File: src/rtl/clbv_pkg.sv
// shared types and constants for the correlated lognormal basket value unit
package clbv_pkg;

  localparam int unsigned NUM_TERMS   = 12;
  localparam int unsigned SQRT_STEPS  = 20;
  localparam int unsigned SQRT_RAD_W  = 40;
  localparam int unsigned SQRT_ROOT_W = 20;

  // register stages from accepted request to result strobe
  localparam int unsigned LATENCY = 4 + 2 + 3 * NUM_TERMS + 1 + 2;

  localparam logic [30:0] LOG2E_Q30 = 31'd1549082005;
  localparam logic [29:0] LN2_Q30   = 30'd744261118;
  localparam logic [30:0] ONE_Q30   = 31'd1073741824;

  // configuration register indexes
  localparam logic [2:0] REG_CORRELATION  = 3'd0;
  localparam logic [2:0] REG_VOL_FIRST    = 3'd1;
  localparam logic [2:0] REG_VOL_SECOND   = 3'd2;
  localparam logic [2:0] REG_RATE         = 3'd3;
  localparam logic [2:0] REG_HORIZON      = 3'd4;
  localparam logic [2:0] REG_WEIGHT_FIRST = 3'd5;
  localparam logic [2:0] REG_WEIGHT_SECOND = 3'd6;

  typedef struct packed {
    logic signed [15:0] normal_first;
    logic signed [15:0] normal_second;
  } in_item_t;

  typedef struct packed {
    logic [31:0] basket_value;
    logic        saturated;
  } out_item_t;

  // config-derived operands handed to the datapath
  typedef struct packed {
    logic signed [15:0] rho;
    logic [15:0]        comp;
    logic [25:0]        vol_first;
    logic [25:0]        vol_second;
    logic signed [50:0] drift_t_first;
    logic signed [50:0] drift_t_second;
    logic [15:0]        weight_first;
    logic [15:0]        weight_second;
  } cfg_derived_t;

endpackage

File: src/rtl/clbv_comb.sv
// weighted sum of the two factors with saturation
module clbv_comb
  import clbv_pkg::*;
(
  input  logic        clk,
  input  logic        rst_n,
  input  logic        in_valid,
  input  logic [40:0] factor_first,
  input  logic [40:0] factor_second,
  input  logic [15:0] weight_first,
  input  logic [15:0] weight_second,
  output logic        out_valid,
  output out_item_t   out_item
);

  logic [56:0] t1_r, t2_r;
  logic        a_vld_r, vld_r;
  logic [57:0] s;
  logic        sat;
  out_item_t   item_r;

  assign s   = {1'b0, t1_r} + {1'b0, t2_r};
  assign sat = |s[57:40];

  always_ff @(posedge clk) begin
    if (!rst_n) begin
      a_vld_r <= 1'b0;
      vld_r   <= 1'b0;
    end else begin
      a_vld_r <= in_valid;
      vld_r   <= a_vld_r;
    end
    t1_r <= factor_first * weight_first;
    t2_r <= factor_second * weight_second;
    item_r.basket_value <= sat ? 32'hFFFF_FFFF : s[39:8];
    item_r.saturated    <= sat;
  end

  assign out_valid = vld_r;
  assign out_item  = item_r;

endmodule

File: config.mk
export PLATFORM = sky130hd
export DESIGN_NAME = clbv_comb
export DESIGN_NICKNAME = d
export VERILOG_FILES = /design/src/rtl/clbv_pkg.sv /design/src/rtl/clbv_comb.sv
export SDC_FILE = /design/constraint.sdc
export NUM_CORES = 2
export LEC_CHECK = 0
export BUFFER_PORTS_ARGS = -buffer_cell sky130_fd_sc_hd__buf_4
export CAP_MARGIN = 20
export CORE_MARGIN = 3
export CORE_UTILIZATION = 45
export DETAILED_ROUTE_END_ITERATION = 8
export HOLD_SLACK_MARGIN = 0.02
export PLACE_DENSITY = 0.59
export SETUP_SLACK_MARGIN = 0.5
export SYNTH_ARGS = -nofsm -noshare
export SYNTH_HDL_FRONTEND = slang
export SYNTH_SLANG_ARGS = --single-unit
File: constraint.sdc
create_clock -name clk -period 22.9 [get_ports clk]
set_input_delay 3.435 -clock clk [delete_from_list [all_inputs] [get_ports clk]]
set_output_delay 3.435 -clock clk [all_outputs]
set_load 0.05 [all_outputs]
-- Yosys cells after proc, flatten, opt, wreduce, memory -nomap -nowiden
Index checks and enable logic that the tools add are counted.
- register bits after elaboration: 149
- output and inout port bits: 34
- $add $sub $neg: 1
- multiply operators: 2
- reduce and logical (&&, ||, !) cells: 1
- operator list (operator ; count):
    $mul 41x16->57 ; 2
    $add 57x57->58 ; 1
    $reduce_or 18->1 ; 1

-- Longest topological paths before layout
- word-level depth: 2
- gate-level depth with buffers: 27
- gate-level depth less buffers: 25

-- Least setup slack after synthesis
OpenSTA, ideal clock, no wires.
- path type: input port to flip-flop
- start point: in weight_second[1]
- end point: reg t2_r[49]
- arrival time: 9768 ps
- data required time: 22773 ps
- slack: 13005 ps
- cell stages on the path: 24
- path buffers: 2
- path through: clkbuf_1 -> nand2_1 -> fa_1 -> fa_1 -> fa_1 -> inv_1 -> fa_1 -> fa_1 -> inv_1 -> fa_1 -> inv_1 -> ha_1 -> clkbuf_1 -> a21oi_1 -> o21ai_0 -> a311oi_1 -> o21ai_0 -> a31oi_1 -> o21ai_1 -> o311ai_0 -> a2111oi_0 -> a2111oi_0 -> o21ai_0 -> xor2_1
- longest elaborated chain between the ends: 1
- RTL lines (element ; line ; source):
    from (decl) ; clbv_comb.sv:11 ; input logic [15:0] weight_second,
    $mul 41x16->57 ; clbv_comb.sv:34 ; t2_r <= factor_second * weight_second;
    to (signal assigned) ; clbv_comb.sv:34 ;
    to (decl) ; clbv_comb.sv:16 ; logic [56:0] t1_r, t2_r;
No other way between the ends.
A chain may end at the register's enable or synchronous reset.

-- Worst setup path in the final report
- start point: in weight_second[7]
- end point: reg t2_r[49]
The elaborated chain is that of the path after synthesis.

==> results.ini <==
[route]
via_count = 35600
wl_met1_um = 52100
ant_nets = 0
wl_met2_um = 62200
dr.pass1.iters = 6
drt-wirelength-per-cell_um = 18.5
viasPerCell = 5.27
wl_met3_um = 6440
drt-initial-drc-count = 2106
top_layer_used = met4
drc_errors = 0
routed_wl_um = 125000

[cts]
ctsResizeCount = 0
cts_tree = done
clk_latency_ns = 0.45
clkTransAtPathRegs_ns = 0.08
clkSinkCount = 149
h-tree-depth = 4
cts_setup_buffers = 0
cts-root-buf = clkbuf_16
numCtsBuffers = 17
hold_buffers = 0
cts_buffer_depth = 2

[sta]
slew_viol_final = 0
hold_viol_final = 0
rsz0062_at_grt = no
worstMarginPinSlew_ns = 1.19
fin_crit_sh = 0.479
worst_slack_ns = 11.93
fmax_mhz = 91.2
slew_headroom = 0.188
skew_ns = 0.0197
setup_viol = 0
period_minus_slack_ns = 10.97
setup_tns_ns = 0

[layout]
final_cell_mix = inv_1 (1229), fa_1 (1088), nand2_1 (1048)
fillers = 10200
antenna_cells = 0
drive_above_1_share = 0.0406
fin_util = 0.482
area_growth_syn_to_layout_pct = 5.22
post-route-cell-area_mm2 = 0.0495
layout_commonest_cell = inv_1
nets = 6895

[synthesis]
synth_area_mm2 = 0.0471
synth_xor_area_frac = 0.0266
synth-compound-area-share = 0.0730
synth_cell_types = 82
ys_warn_count = 0
yosysSeqAreaShare = 0.0634
syn_inst = 5458
synth.area.top_cells = fa_1 (46%), inv_1 (9.8%), nand2_1 (8.4%)
synth_top_family_by_area = adder cells
synth_flop_cell = dfxtp_1
synth-edff-count = 0
synth-async-reset-ratio = 0
synthAdderAreaFrac = 0.546
synth_top_area_frac = 0.463
yosys.area_share.simple = 0.171
synth_mux_area_frac = 0.000638
syn_avg_cell_area_um2 = 8.62
yosys.area.top_type = fa_1
syn_nets = 6977
ys_seq_elements = 149

[floorplan]
coreArea_mm2 = 0.103
row_count = 117
die-area_mm2 = 0.109
fp.dieH_um = 329
die_w_um = 329
ioPinCount = 151
start_util = 0.458

[run]
drv_cap = 0

[worst_setup_path]
cp-start-kind = input port
crit_type = in -> reg
required_ns = 23.23
arrival_ns = 11.30
crit_path_end_kind = register
crit_fanout = 41

[place]
pre_cts_ws_ns = 11.60
place_hpwl_um = 97100
io_buffers = 150
postPlaceCellArea_mm2 = 0.0489
gp_congestion = 0.881

[global_routing]
grt_remaining_overflow = 0
antenna_found_initial = 2
grt_pass1_vias = 38500
grt_usage = 0.240
grt_pass1_wl_um = 205000
grt_max_degree = 42

[run_status]
status = complete, no violations

[min_path]
min_path_type = reg -> reg

-- synthesized netlist by cell type, types with 9 or more instances --
| cell type | n |
|---|---|
| a211oi_1 | 20 |
| a21o_1 | 75 |
| a21oi_1 | 182 |
| a31oi_1 | 23 |
| and2_1 | 424 |
| and3_1 | 16 |
| clkbuf_1 | 245 |
| dfxtp_1 | 149 |
| fa_1 | 1088 |
| ha_1 | 314 |
| inv_1 | 1229 |
| nand2_1 | 1048 |
| nand2b_1 | 12 |
| nand3_1 | 29 |
| nand4_1 | 34 |
| nor2_1 | 83 |
| nor2b_1 | 16 |
| nor3_1 | 28 |
| o211ai_1 | 10 |
| o21a_1 | 19 |
| o21ai_0 | 93 |
| o21bai_1 | 24 |
| o31ai_1 | 9 |
| or2_2 | 11 |
| xnor2_1 | 87 |
| xor2_1 | 56 |
-- worst max-delay path: stages --
cell and delay [ns]:
buf_4 0.41, nand2_1 0.17, fa_1 0.56, inv_1 0.05, fa_1 0.49, fa_1 0.57
fa_1 0.43, fa_1 0.51, inv_1 0.05, fa_1 0.47, inv_1 0.04, ha_1 0.38
a21oi_1 0.18, o21ai_0 0.12, a311oi_1 0.29, o21ai_0 0.11, a31oi_1 0.38, o21ai_1 0.27
o311ai_0 0.76, a2111oi_0 0.27, a2111oi_0 0.90, o21ai_0 0.22, xor2_1 0.19
-- per-stage QoR --
stage / instances / hold WS (ns)
final: 6757 / 0.449
after global routing: 6757 / 0.465
after CTS: 6757 / 0.446
after detailed placement: 6725 / 0.426
after global placement: 6725 / 0.414
after floorplan: 5458 / 0.412
-- per-layer routing --
metal | track usage | vias up
met1 | 0.314 | 18400
li1 | - | 16100
met3 | 0.0256 | 234
met4 | 0.0724 | 0
met5 | 0 | -
met2 | 0.420 | 964
-- kinds of logic after synthesis --
| group | after synthesis |
|---|---|
| multiplexers | 3 |
| buffers and inverters | 1483 |
| AND/OR/NAND/NOR | 1742 |
| AO/OA/AOI/OAI | 536 |
| XOR/XNOR | 143 |
| adder cells (fa/ha/maj) | 1402 |
| flip-flops | 149 |
-- state kept, by name, indices dropped and copies added (netlist names) --
register / count
out_valid: 1
t2_r: 57
out_item: 33
t1_r: 57
a_vld_r: 1
-- cell type report --
type	count	area, um^2	area share
clock buffers	17	425	0.00859
clock inverters	15	154	0.00311
inverters	1230	4620	0.0932
multi-input cells	3826	38500	0.777
flip-flops and latches	149	2980	0.0602
well taps	1368	1710	0.0346
repair buffers	152	1140	0.0230
-- path summary, 6_finish.rpt --
path	start	to	slack, ns	depth (start not counted)
max	weight_second[7]	t2_r[49]	11.93	23
min	a_vld_r	out_valid	0.45	1
max reg2reg	t2_r[16]	out_item[26]	18.07	13
min reg2reg	a_vld_r	out_valid	0.45	1
Power is left out: the tool's default activity adds up to more than one toggle a clock period on the data nets, which glitch-free logic cannot reach.
